$ cat src/hdl/assert_macros.svh
// Assertion macros used by the envelope sequencer.
`ifndef ASSERT_MACROS_SVH
`define ASSERT_MACROS_SVH
`ifndef SYNTHESIS
// Same-cycle implication, checked at every rising edge outside reset.
`define ASSERT_IMPLY(label, clk, rst, ante, cons) \
  label: assert property (@(posedge clk) disable iff (rst) (ante) |-> (cons)) \
    else $error("same-cycle implication failed");
// Next-cycle implication, checked at every rising edge outside reset.
`define ASSERT_NEXT(label, clk, rst, ante, cons) \
  label: assert property (@(posedge clk) disable iff (rst) (ante) |=> (cons)) \
    else $error("next-cycle implication failed");
`else
`define ASSERT_IMPLY(label, clk, rst, ante, cons)
`define ASSERT_NEXT(label, clk, rst, ante, cons)
`endif
`endif

$ cat src/hdl/adsr_pkg.sv
// Shared types, constants and command structs of the linear ADSR envelope.
`timescale 1ns / 1ps
`default_nettype none
package adsr_pkg;

  localparam int SAMPLE_WIDTH    = 16;
  localparam int INDEX_WIDTH     = 24;
  localparam int LEN_WIDTH       = 24;
  localparam int STEP_WIDTH      = 32;
  localparam int LEVEL_WIDTH     = 8;
  localparam int GAIN_WIDTH      = 16;
  localparam int CFG_DATA_WIDTH  = 32;
  localparam int CFG_INDEX_WIDTH = 3;
  localparam int STAGE_WIDTH     = 3;

  localparam logic [GAIN_WIDTH-1:0]  GAIN_MAX            = '1;
  localparam logic [LEN_WIDTH-1:0]   LEN_RESET           = 24'd88200;
  localparam logic [STEP_WIDTH-1:0]  STEP_RESET          = 32'd48695;
  localparam logic [LEVEL_WIDTH-1:0] SUSTAIN_LEVEL_RESET = 8'd255;

  typedef enum logic [STAGE_WIDTH-1:0] {
    STAGE_ATTACK  = 3'd0,
    STAGE_DECAY   = 3'd1,
    STAGE_SUSTAIN = 3'd2,
    STAGE_RELEASE = 3'd3,
    STAGE_SILENT  = 3'd4
  } stage_t;

  typedef enum logic [CFG_INDEX_WIDTH-1:0] {
    REG_ATTACK_LEN    = 3'd0,
    REG_DECAY_LEN     = 3'd1,
    REG_SUSTAIN_LEN   = 3'd2,
    REG_RELEASE_LEN   = 3'd3,
    REG_ATTACK_STEP   = 3'd4,
    REG_DECAY_STEP    = 3'd5,
    REG_RELEASE_STEP  = 3'd6,
    REG_SUSTAIN_LEVEL = 3'd7
  } cfg_reg_t;

  typedef enum logic [1:0] {
    MUL_RAMP    = 2'd0,
    MUL_RELEASE = 2'd1,
    MUL_SCALE   = 2'd2
  } mul_sel_t;

  typedef enum logic [2:0] {
    GAIN_RAMP    = 3'd0,
    GAIN_FALL    = 3'd1,
    GAIN_SUSTAIN = 3'd2,
    GAIN_ZERO    = 3'd3,
    GAIN_PRODUCT = 3'd4
  } gain_sel_t;

  typedef struct packed {
    logic signed [SAMPLE_WIDTH-1:0] sample_in;
    logic [INDEX_WIDTH-1:0]         sample_index;
  } in_item_t;

  typedef struct packed {
    logic signed [SAMPLE_WIDTH-1:0] sample_out;
    logic [STAGE_WIDTH-1:0]         stage_now;
  } out_item_t;

  typedef struct packed {
    logic      load_in;
    logic      mul_en;
    mul_sel_t  mul_sel;
    logic      load_gain;
    gain_sel_t gain_sel;
    logic      load_start;
    logic      load_out;
    stage_t    stage;
  } dp_cmd_t;

  typedef struct packed {
    logic in_time;
    logic above_sustain;
  } dp_status_t;

endpackage
`default_nettype wire

$ cat src/hdl/adsr_ctrl.sv
// Stage sequencer: walks the envelope stages for one sample and drives the datapath.
`timescale 1ns / 1ps
`default_nettype none
`include "assert_macros.svh"
module adsr_ctrl (
  input  logic                 clk,
  input  logic                 rst,
  input  logic                 in_valid,
  output logic                 in_ready,
  output logic                 out_valid,
  input  logic                 out_ready,
  input  adsr_pkg::dp_status_t status,
  output adsr_pkg::dp_cmd_t    cmd
);

  typedef enum logic [2:0] {
    S_IDLE,
    S_EVAL,
    S_CHECK,
    S_REL,
    S_REL_GAIN,
    S_SCALE,
    S_DONE
  } state_t;

  state_t           state;
  state_t           finish_state;
  adsr_pkg::stage_t stage;
  adsr_pkg::stage_t stage_next;
  logic             handover;
  logic             out_free;

  assign in_ready = (state == S_IDLE);

  always_comb begin
    cmd          = '0;
    cmd.stage    = stage;
    handover     = 1'b0;
    stage_next   = stage;
    finish_state = S_SCALE;
    out_free     = !out_valid || out_ready;
    case (state)
      S_IDLE: cmd.load_in = in_valid;
      S_EVAL: begin
        cmd.mul_en  = 1'b1;
        cmd.mul_sel = adsr_pkg::MUL_RAMP;
      end
      S_CHECK: begin
        case (stage)
          adsr_pkg::STAGE_ATTACK: begin
            if (status.in_time) begin
              cmd.load_gain = 1'b1;
              cmd.gain_sel  = adsr_pkg::GAIN_RAMP;
            end else begin
              handover   = 1'b1;
              stage_next = adsr_pkg::STAGE_DECAY;
            end
          end
          adsr_pkg::STAGE_DECAY: begin
            // leave decay once the falling gain reaches the sustain gain or the decay length runs out
            if (status.in_time && status.above_sustain) begin
              cmd.load_gain = 1'b1;
              cmd.gain_sel  = adsr_pkg::GAIN_FALL;
            end else begin
              handover   = 1'b1;
              stage_next = adsr_pkg::STAGE_SUSTAIN;
            end
          end
          adsr_pkg::STAGE_SUSTAIN: begin
            if (status.in_time) begin
              cmd.load_gain = 1'b1;
              cmd.gain_sel  = adsr_pkg::GAIN_SUSTAIN;
            end else begin
              handover   = 1'b1;
              stage_next = adsr_pkg::STAGE_RELEASE;
            end
          end
          adsr_pkg::STAGE_RELEASE: begin
            if (status.in_time) begin
              cmd.load_gain = 1'b1;
              cmd.gain_sel  = adsr_pkg::GAIN_FALL;
              finish_state  = S_REL;
            end else begin
              handover   = 1'b1;
              stage_next = adsr_pkg::STAGE_SILENT;
            end
          end
          default: begin
            cmd.load_gain = 1'b1;
            cmd.gain_sel  = adsr_pkg::GAIN_ZERO;
            stage_next    = adsr_pkg::STAGE_SILENT;
          end
        endcase
        cmd.load_start = handover;
      end
      S_REL: begin
        cmd.mul_en  = 1'b1;
        cmd.mul_sel = adsr_pkg::MUL_RELEASE;
      end
      S_REL_GAIN: begin
        cmd.load_gain = 1'b1;
        cmd.gain_sel  = adsr_pkg::GAIN_PRODUCT;
      end
      S_SCALE: begin
        cmd.mul_en  = 1'b1;
        cmd.mul_sel = adsr_pkg::MUL_SCALE;
      end
      S_DONE: cmd.load_out = out_free;
      default: ;
    endcase
  end

  always_ff @(posedge clk) begin
    if (rst) begin
      state     <= S_IDLE;
      stage     <= adsr_pkg::STAGE_ATTACK;
      out_valid <= 1'b0;
    end else begin
      // raise valid when the result is loaded, drop it once the beat is taken
      if (state == S_DONE && out_free) begin
        out_valid <= 1'b1;
      end else if (out_valid && out_ready) begin
        out_valid <= 1'b0;
      end
      case (state)
        S_IDLE: begin
          if (in_valid) begin
            state <= S_EVAL;
          end
        end
        S_EVAL: state <= S_CHECK;
        S_CHECK: begin
          stage <= stage_next;
          state <= handover ? S_EVAL : finish_state;
        end
        S_REL:      state <= S_REL_GAIN;
        S_REL_GAIN: state <= S_SCALE;
        S_SCALE:    state <= S_DONE;
        S_DONE: begin
          // hold the result until the output register frees up
          if (out_free) begin
            state <= S_IDLE;
          end
        end
        default: state <= S_IDLE;
      endcase
    end
  end

  `ASSERT_NEXT(a_one_item_in_flight, clk, rst, in_valid && in_ready, !in_ready)
  `ASSERT_IMPLY(a_stage_never_back, clk, rst, !$past(rst), stage >= $past(stage))
  `ASSERT_IMPLY(a_load_only_when_free, clk, rst, cmd.load_out, !out_valid || out_ready)
  `ASSERT_NEXT(a_result_shown_after_load, clk, rst, cmd.load_out, out_valid)

endmodule
`default_nettype wire

$ cat src/hdl/adsr_datapath.sv
// Envelope datapath: settings, stage start, shared multiplier, gain and output registers.
`timescale 1ns / 1ps
`default_nettype none
module adsr_datapath (
  input  logic                                   clk,
  input  logic                                   rst,
  input  logic                                   cfg_we,
  input  logic [adsr_pkg::CFG_INDEX_WIDTH-1:0]   cfg_index,
  input  logic [adsr_pkg::CFG_DATA_WIDTH-1:0]    cfg_data,
  input  adsr_pkg::in_item_t                     in_data,
  output adsr_pkg::out_item_t                    out_data,
  input  adsr_pkg::dp_cmd_t                      cmd,
  output adsr_pkg::dp_status_t                   status
);

  localparam int SW    = adsr_pkg::SAMPLE_WIDTH;
  localparam int IW    = adsr_pkg::INDEX_WIDTH;
  localparam int LW    = adsr_pkg::LEN_WIDTH;
  localparam int PW    = adsr_pkg::STEP_WIDTH;
  localparam int GW    = adsr_pkg::GAIN_WIDTH;
  localparam int LVW   = adsr_pkg::LEVEL_WIDTH;
  localparam int MUL_W = PW + 1;
  localparam int PROD_W = 2 * MUL_W;
  localparam int CMP_W = (IW > LW) ? IW : LW;

  logic [LW-1:0]  attack_len;
  logic [LW-1:0]  decay_len;
  logic [LW-1:0]  sustain_len;
  logic [LW-1:0]  release_len;
  logic [PW-1:0]  attack_step;
  logic [PW-1:0]  decay_step;
  logic [PW-1:0]  release_step;
  logic [LVW-1:0] sustain_level;

  logic [IW-1:0]          stage_start;
  logic [IW-1:0]          idx;
  logic signed [SW-1:0]   sample;
  logic [GW-1:0]          gain;
  logic signed [PROD_W-1:0] prod;

  logic [IW-1:0]          elapsed;
  logic [IW-1:0]          t_sel;
  logic [LW-1:0]          len_sel;
  logic [PW-1:0]          step_sel;
  logic [GW-1:0]          ramp;
  logic [GW-1:0]          fall;
  logic [GW-1:0]          sustain_gain;
  logic signed [MUL_W-1:0] mul_a;
  logic signed [MUL_W-1:0] mul_b;

  always_ff @(posedge clk) begin
    if (rst) begin
      attack_len    <= adsr_pkg::LEN_RESET;
      decay_len     <= adsr_pkg::LEN_RESET;
      sustain_len   <= adsr_pkg::LEN_RESET;
      release_len   <= adsr_pkg::LEN_RESET;
      attack_step   <= adsr_pkg::STEP_RESET;
      decay_step    <= adsr_pkg::STEP_RESET;
      release_step  <= adsr_pkg::STEP_RESET;
      sustain_level <= adsr_pkg::SUSTAIN_LEVEL_RESET;
    end else if (cfg_we) begin
      case (adsr_pkg::cfg_reg_t'(cfg_index))
        adsr_pkg::REG_ATTACK_LEN:    attack_len    <= cfg_data[LW-1:0];
        adsr_pkg::REG_DECAY_LEN:     decay_len     <= cfg_data[LW-1:0];
        adsr_pkg::REG_SUSTAIN_LEN:   sustain_len   <= cfg_data[LW-1:0];
        adsr_pkg::REG_RELEASE_LEN:   release_len   <= cfg_data[LW-1:0];
        adsr_pkg::REG_ATTACK_STEP:   attack_step   <= cfg_data[PW-1:0];
        adsr_pkg::REG_DECAY_STEP:    decay_step    <= cfg_data[PW-1:0];
        adsr_pkg::REG_RELEASE_STEP:  release_step  <= cfg_data[PW-1:0];
        adsr_pkg::REG_SUSTAIN_LEVEL: sustain_level <= cfg_data[LVW-1:0];
        default: ;
      endcase
    end
  end

  // attack runs on the absolute index, the other stages on time since stage start
  assign elapsed      = idx - stage_start;
  assign t_sel        = (cmd.stage == adsr_pkg::STAGE_ATTACK) ? idx : elapsed;
  assign sustain_gain = {sustain_level, sustain_level};

  always_comb begin
    case (cmd.stage)
      adsr_pkg::STAGE_ATTACK: begin
        len_sel  = attack_len;
        step_sel = attack_step;
      end
      adsr_pkg::STAGE_DECAY: begin
        len_sel  = decay_len;
        step_sel = decay_step;
      end
      adsr_pkg::STAGE_SUSTAIN: begin
        len_sel  = sustain_len;
        step_sel = '0;
      end
      adsr_pkg::STAGE_RELEASE: begin
        len_sel  = release_len;
        step_sel = release_step;
      end
      default: begin
        len_sel  = '0;
        step_sel = '0;
      end
    endcase
  end

  // saturate the ramp product at full scale
  assign ramp = (|prod[PROD_W-1:2*GW]) ? adsr_pkg::GAIN_MAX : prod[2*GW-1:GW];
  assign fall = adsr_pkg::GAIN_MAX - ramp;

  assign status.in_time       = CMP_W'(t_sel) < CMP_W'(len_sel);
  assign status.above_sustain = fall > sustain_gain;

  always_comb begin
    case (cmd.mul_sel)
      adsr_pkg::MUL_RAMP: begin
        mul_a = $signed({1'b0, step_sel});
        mul_b = $signed({{(MUL_W-IW){1'b0}}, t_sel});
      end
      adsr_pkg::MUL_RELEASE: begin
        mul_a = $signed({{(MUL_W-GW){1'b0}}, gain});
        mul_b = $signed({{(MUL_W-GW){1'b0}}, sustain_gain});
      end
      adsr_pkg::MUL_SCALE: begin
        mul_a = $signed({{(MUL_W-SW){sample[SW-1]}}, sample});
        mul_b = $signed({{(MUL_W-GW){1'b0}}, gain});
      end
      default: begin
        mul_a = '0;
        mul_b = '0;
      end
    endcase
  end

  always_ff @(posedge clk) begin
    if (rst) begin
      stage_start <= '0;
    end else if (cmd.load_start) begin
      stage_start <= idx;
    end
  end

  always_ff @(posedge clk) begin
    if (cmd.load_in) begin
      idx    <= in_data.sample_index;
      sample <= in_data.sample_in;
    end
    if (cmd.mul_en) begin
      prod <= mul_a * mul_b;
    end
    if (cmd.load_gain) begin
      case (cmd.gain_sel)
        adsr_pkg::GAIN_RAMP:    gain <= ramp;
        adsr_pkg::GAIN_FALL:    gain <= fall;
        adsr_pkg::GAIN_SUSTAIN: gain <= sustain_gain;
        adsr_pkg::GAIN_PRODUCT: gain <= prod[2*GW-1:GW];
        default:                gain <= '0;
      endcase
    end
    // floor of sample times gain over 2^16: arithmetic shift of the product
    if (cmd.load_out) begin
      out_data.sample_out <= prod[GW+SW-1:GW];
      out_data.stage_now  <= cmd.stage;
    end
  end

endmodule
`default_nettype wire

$ cat src/hdl/adsr_envelope_linear.sv
// Top level of the linear ADSR envelope: sequencer plus datapath.
`timescale 1ns / 1ps
`default_nettype none
// Scales each signed sample by a linear attack/decay/sustain/release gain
// (Q0.16) chosen from the sample index and the stage the block is in; the
// stage reported with each result is the one in force after that sample.
// One sample is in flight at a time. Per sample the sequencer forms the ramp
// product (EVAL), checks the stage (CHECK), scales the sample (SCALE) and
// loads the output (DONE, held while the output is busy); release adds a
// product scaling the release ramp by the sustain gain (REL, REL_GAIN), and
// each stage that hands over within the same sample repeats EVAL and CHECK;
// all products go through one shared 33x33 multiplier, one product per cycle.
// A finished result waits in the output register while the next sample is
// taken. The user must write settings through the cfg port only while the
// block is idle; the block does not enforce this. Lengths and steps are
// independent registers, so a stage's step should be round(2^32 / length).
module adsr_envelope_linear (
  input  logic                                 clk,
  input  logic                                 rst,
  input  logic                                 in_valid,
  output logic                                 in_ready,
  input  adsr_pkg::in_item_t                   in_data,
  output logic                                 out_valid,
  input  logic                                 out_ready,
  output adsr_pkg::out_item_t                  out_data,
  input  logic                                 cfg_we,
  input  logic [adsr_pkg::CFG_INDEX_WIDTH-1:0] cfg_index,
  input  logic [adsr_pkg::CFG_DATA_WIDTH-1:0]  cfg_data
);

  adsr_pkg::dp_cmd_t    cmd;
  adsr_pkg::dp_status_t status;

  adsr_ctrl u_ctrl (
    .clk       (clk),
    .rst       (rst),
    .in_valid  (in_valid),
    .in_ready  (in_ready),
    .out_valid (out_valid),
    .out_ready (out_ready),
    .status    (status),
    .cmd       (cmd)
  );

  adsr_datapath u_datapath (
    .clk       (clk),
    .rst       (rst),
    .cfg_we    (cfg_we),
    .cfg_index (cfg_index),
    .cfg_data  (cfg_data),
    .in_data   (in_data),
    .out_data  (out_data),
    .cmd       (cmd),
    .status    (status)
  );

endmodule
`default_nettype wire

$ cat config.mk
export PLATFORM = sky130hd
export DESIGN_NAME = adsr_envelope_linear
export DESIGN_NICKNAME = d
export VERILOG_FILES = /design/src/hdl/adsr_pkg.sv /design/src/hdl/adsr_ctrl.sv /design/src/hdl/adsr_datapath.sv /design/src/hdl/adsr_envelope_linear.sv
export VERILOG_INCLUDE_DIRS = /design/src /design/src/hdl
export SDC_FILE = /design/constraint.sdc
export NUM_CORES = 2
export LEC_CHECK = 0
export ABC_CLOCK_PERIOD_IN_PS = 22300
export BUFFER_PORTS_ARGS = -buffer_cell sky130_fd_sc_hd__buf_4
export CAP_MARGIN = 0
export CORE_MARGIN = 10
export CORE_UTILIZATION = 40
export DETAILED_ROUTE_END_ITERATION = 12
export HOLD_SLACK_MARGIN = 0.1
export PLACE_DENSITY = 0.64
export SLEW_MARGIN = 0
export SYNTH_ARGS = -nofsm -noshare
export SYNTH_HDL_FRONTEND = slang
export SYNTH_SLANG_ARGS = --single-unit
$ cat constraint.sdc
create_clock -name clk -period 22.3 [get_ports clk]
set_input_delay 4.46 -clock clk [delete_from_list [all_inputs] [get_ports clk]]
set_output_delay 4.46 -clock clk [all_outputs]
set_load 0.01 [all_outputs]
* Yosys cells after proc, flatten, opt, wreduce, memory -nomap -nowiden
Cells that the tools add are included.
** Word-level totals
- Word-level logic and storage cells :: 106
- Bits in registers :: 372
- Output and inout port bits :: 21
- Input bits :: 80
** Cells by class
- Equality and inequality tests :: 27
- Multiply operators :: 1
- $lt $le $gt $ge :: 2
- Reduce and logical (&&, ||, !) cells :: 23
- Multiplexer cells :: 33
- $add $sub $neg :: 2
** Operators with widths (count)
- case mux 33 bit (3 select lines) :: 1
- case mux 24 bit (4 select lines) :: 1
- case mux 32 bit (3 select lines) :: 1
- case mux 24 bit (3 select lines) :: 1
- case mux 16 bit (4 select lines) :: 1
- multiplier 33 x 25 -> 58 bit :: 1
- OR reduction 34 bit :: 1
- two-way mux 3 bit :: 9
- == test 3 bit (second input constant) :: 8
- less-than comparator 24 bit :: 1
- two-way mux 24 bit :: 1
- subtractor 24 bit :: 1
- == test 3 x 2 -> 1 bit (second input constant) :: 7
- case mux 3 bit (7 select lines) :: 1
- AND reduction 2 bit :: 9
- > comparator 16 bit :: 1
- two-way mux 16 bit :: 1
- two-way mux 4 bit :: 4
- case mux 4 bit (4 select lines) :: 1
- subtractor 16 bit (first input constant) :: 1
- == test 3 x 1 -> 1 bit (second input constant) :: 4
- zero test 3 bit :: 4
- case mux 3 bit (4 select lines) :: 1
- != test 2 bit (second input constant) :: 5
- 14 further kinds :: 22

* Longest topological paths before layout
- Word-level depth :: 10
- Depth in mapped cells :: 44
- Depth with buffers taken out :: 43

* Cells and area by module
A second synthesis with hierarchy kept.
** Unflattened totals
- Cells, all modules :: 5002
- Area, all modules :: 43923.4 µm²
** By module, submodules not included
- adsr_datapath :: instances 1, cells each 4940, area an instance 43439.2 µm², seq. area each 7997.7 µm²
- adsr_ctrl :: instances 1, cells each 62, area an instance 484.2 µm², seq. area each 140.1 µm²

* Least setup slack after synthesis
Ideal clock, no wire load.
- Kind :: register -> register
- Start point :: register u_datapath.idx[0]
- End point :: register u_datapath.prod[55], data pin
- Cell stages (with the launch flop) :: 43
- Slack :: 12449 ps
- Clock period less this slack :: 9851 ps
- Arrival :: 9593 ps
- Required time :: 22042 ps
- Setup time :: 258 ps
- Path buffers :: 1
- Cell sequence :: edfxtp_1 -> inv_1 -> ha_1 -> inv_1 -> fa_1 -> a21o_1 -> a21oi_1 -> o211a_1 -> o31ai_1 -> a21oi_1 -> o21ai_0 -> a221oi_1 -> o21ba_2 -> o21bai_1 -> xnor2_1 -> o21ai_1 -> clkbuf_1 -> nand2_1 -> [7 not listed] -> fa_1 -> fa_1 -> inv_1 -> fa_1 -> inv_1 -> ha_1 -> nand4_1 -> or3_1 -> nor3_1 -> a22oi_1 -> a21boi_2 -> a21boi_1 -> o21a_2 -> o21a_1 -> nand4_1 -> o31ai_1 -> a21oi_1 -> xnor2_1
** Between the ends
- Word-level cells in the longest chain between the ends :: 4
** RTL lines
- from (decl) :: line adsr_datapath.sv:36 : logic [IW-1:0] idx;
- from (signal assigned) :: line adsr_datapath.sv:144 : idx <= in_data.sample_index;
- subtractor 24 bit :: line adsr_datapath.sv:77 : assign elapsed = idx - stage_start;
- two-way mux 24 bit * :: line adsr_datapath.sv:78 : assign t_sel = (cmd.stage == adsr_pkg::STAGE_ATTACK) ? idx : elapsed;
- case mux 24 bit (3 select lines) * :: line adsr_datapath.sv:114 : case (cmd.mul_sel)
- multiplier 33 x 25 -> 58 bit * :: line adsr_datapath.sv:148 : prod <= mul_a * mul_b;
- to (signal assigned) :: line adsr_datapath.sv:148
- to (decl) :: line adsr_datapath.sv:39 : logic signed [PROD_W-1:0] prod;
Every way passes the cells marked *; elsewhere a longest branch is shown, timed or not.
A chain may end at the register's enable or synchronous reset.

* Final worst setup path
Same ends and word-level chain as after synthesis.

==> flow_metrics.py <==
metrics = {
    "cells_and_area": {
        "stdcell_area_um2": 47580,
        "layout.nets": 6060,
        "fillCellCount": 10577,
        "syn_to_final_growth_pct": 9.054,
        "drive_above_1_share_pct": 6.758,
        "instances_no_fill": 6404,
    },
    "outcome": {
        "status": "finished clean",
    },
    "clock_network": {
        "max-clock-path-buffers": 3,
        "cts.sinks": 348,
        "post_cts_buffers": 0,
        "worstSkewPairLatency_ps": 630,
        "cts_tree": "done",
        "root_buffer": "clkbuf_16",
        "holdBufCountCts": 0,
        "path_clk_slew_ps": 60,
        "htree_levels": 2,
        "cts_resized": 0,
        "cts_buffers": 42,
    },
    "die": {
        "die_y_um": 350.3,
        "initial_core_util_pct": 40.19,
        "row_count": 121,
        "fp.coreArea_um2": 108600,
        "die_w_um": 350.3,
        "die_area_um2": 122700,
        "ioPinCount": 101,
    },
    "logic_synthesis": {
        "synth_edf_count": 117,
        "synth_compound_area_share_pct": 8.758,
        "synth_seq_cells": 348,
        "synth_cell_types": 83,
        "syn-cell-area_um2": 43630,
        "yosysSeqAreaShare_pct": 18.65,
        "synthSimpleGateAreaFrac_pct": 16.08,
        "yosysTopAreaCell": "fa_1",
        "avgSynthCellArea_um2": 8.846,
        "synth_xor_area_share_pct": 1.425,
        "syn_inst": 4932,
        "ys_top_cells_by_count": "919 x inv_1, 881 x nand2_1, 809 x fa_1, 527 x nor2_1, 246 x a21oi_1",
        "synth_top_family_by_area": "adder cells",
        "synthTopCellsByArea": "fa_1 37%, dfxtp_1 11%, edfxtp_1 8.1%",
        "synth-async-reset-ratio_pct": 0,
        "synth.most_common_cell": "inv_1",
        "ys.flop_type": "dfxtp_1",
        "muxShareOfSynthArea_pct": 1.552,
        "synth_fa_ha_area_share_pct": 43.35,
        "netlist.area_leader.share_pct": 37.12,
        "ys.warnings.count": 0,
    },
    "global_routing": {
        "grt_pass1_wl_um": 208600,
        "grtUsageTotal_pct": 22.10,
        "antenna_found_initial": 6,
        "grt_pass1_vias": 35654,
        "grt_start_max_net_pins": 139,
        "gr-total-overflow": 0,
    },
    "placed_design": {
        "gp_routability_congestion": 0.9538,
        "post_dp_cell_area_um2": 46180,
        "io_buffers": 100,
        "hpwlAfterDp_um": 105900,
        "dp_cells": 6324,
    },
    "job": {
        "drv_cap": 0,
    },
    "routing": {
        "avgViaCountPerCell": 5.399,
        "drcViolationCount": 0,
        "wl_met2_um": 62690,
        "antenna_left": 0,
        "top_layer_used": "met5",
        "dr_wl_met3_um": 12330,
        "wire_per_inst_um": 20.96,
        "wl_met1_um": 52080,
        "first_pass_iters": 9,
        "vias": 34574,
        "finalWirelength_um": 134200,
        "drtIter0Drc": 2906,
    },
    "critical_path": {
        "endpoint_kind": "flop",
        "cp_max_fo": 18,
        "r2r-start": "u_datapath.idx[0]$_DFFE_PP_",
        "cp_slowest_stage_delay_ps": 900,
        "cp.arrival_ps": 12100,
        "startpoint_type": "flop",
        "cpMaxStageDelayCell": "clkinv_1",
        "cp-startpoint": "u_datapath.idx[0]$_DFFE_PP_",
        "crit_type": "reg -> reg",
        "critPathMostFrequentCell": "fa_1",
        "cp.required_ps": 22670,
    },
    "timing": {
        "relSlewSlack_pct": 9.732,
        "whs_ps": 452.9,
        "fin_setup_tns_ps": 0,
        "slew_viol_final": 0,
        "clock_skew_ps": 55.11,
        "fmaxAchievable_mhz": 85.30,
        "hold_viol_final": 0,
        "rsz0062_at_grt": "no",
        "fin_crit_sh_pct": 52.57,
        "finalSetupViolCount": 0,
        "min_period_ps": 11720,
        "worst_pin_slew_ps": 1354,
    },
    "min_path": {
        "worstHoldStart": "u_datapath.release_step[29]$_SDFFE_PP0P_",
        "min_path_type": "reg -> reg",
    },
}
## state kept, by name, indices dropped and copies added, names as in the netlist
register                  cells
u_datapath.decay_step        32
u_datapath.sustain_len       24
u_datapath.prod              42
u_datapath.attack_len        24
u_datapath.out_data          19
u_datapath.gain              16
u_ctrl.stage                  3
u_datapath.sample            16
u_datapath.stage_start       24
u_datapath.sustain_level      8
u_ctrl.out_valid              1
u_datapath.decay_len         24
u_datapath.attack_step       32
u_ctrl.state                  3
u_datapath.release_len       24
u_datapath.idx               24
u_datapath.release_step      32
## cells by family (layout without fill, tap and decap cells)
group                      after synthesis  after routing
buffers and inverters                 1166           1206
AOI/OAI and AO/OA                      578            578
other                                    2             20
DFF                                    348            348
adders and majority gates             1026           1026
xor gates and xnor gates                71             71
muxes                                   64             64
and+or+nand+nor                       1677           1677
## stage by stage
stage          util [%]  setup slack [ps]
3_5_place_dp      42.54             10670
4_1_cts           43.82             10650
2_1_floorplan         -             12450
6_report          43.83             10580
5_1_grt           43.83              9812
3_3_place_gp      42.54             10870
## cells in the final DEF, fill, tap and decap left out, types with 42 or more instances in the layout
master     count
xnor2_1       51
nor2_1       523
clkbuf_16     42
ha_1         217
buf_4        207
fa_1         809
edfxtp_1     117
mux2i_1       57
o21ai_0       62
inv_1        919
dfxtp_1      230
a21o_1        48
nand3b_1      66
nand2_1      880
a21oi_1      243
## layer usage
metal,up-vias,GRT usage [%]
met5,-,0
met4,4,10.11
met3,316,4.884
met2,1525,36.45
met1,17483,27.58
li1,15246,-
## worst paths after layout
check / to / slack, ps / cells past startpoint
max: u_datapath.prod[55]$_DFFE_PP_ / 10580 / 42
min: u_datapath.release_step[29]$_SDFFE_PP0P_ / 450 / 2
max reg2reg: u_datapath.prod[55]$_DFFE_PP_ / 10580 / 42
min reg2reg: u_datapath.release_step[29]$_SDFFE_PP0P_ / 450 / 2
## layout make-up
cell class | instances | area [µm²] | area share [%]
multi-input combinational | 3433 | 31250 | 65.68
clock buffer | 54 | 1146 | 2.409
antenna | 3 | 7.507 | 0.01578
sequential | 348 | 8139 | 17.11
clock inverter | 23 | 242.7 | 0.5102
tap | 1414 | 1769 | 3.719
timing repair buffer | 208 | 1565 | 3.290
inverter | 921 | 3457 | 7.266
## worst max-delay path, delay by kind of cell (launching register included)
family	cells	cell delay (ps)
adder cells (fa/ha/maj)	10	4020
AO/OA/AOI/OAI	16	3570
AND/OR/NAND/NOR	5	1320
buffers and inverters	8	1310
multiplexers	1	540
flip-flops	1	410
XOR/XNOR	2	310
Power is not shown: default switching activity piles up to over one toggle a cycle in this logic, so the estimate is an artifact.
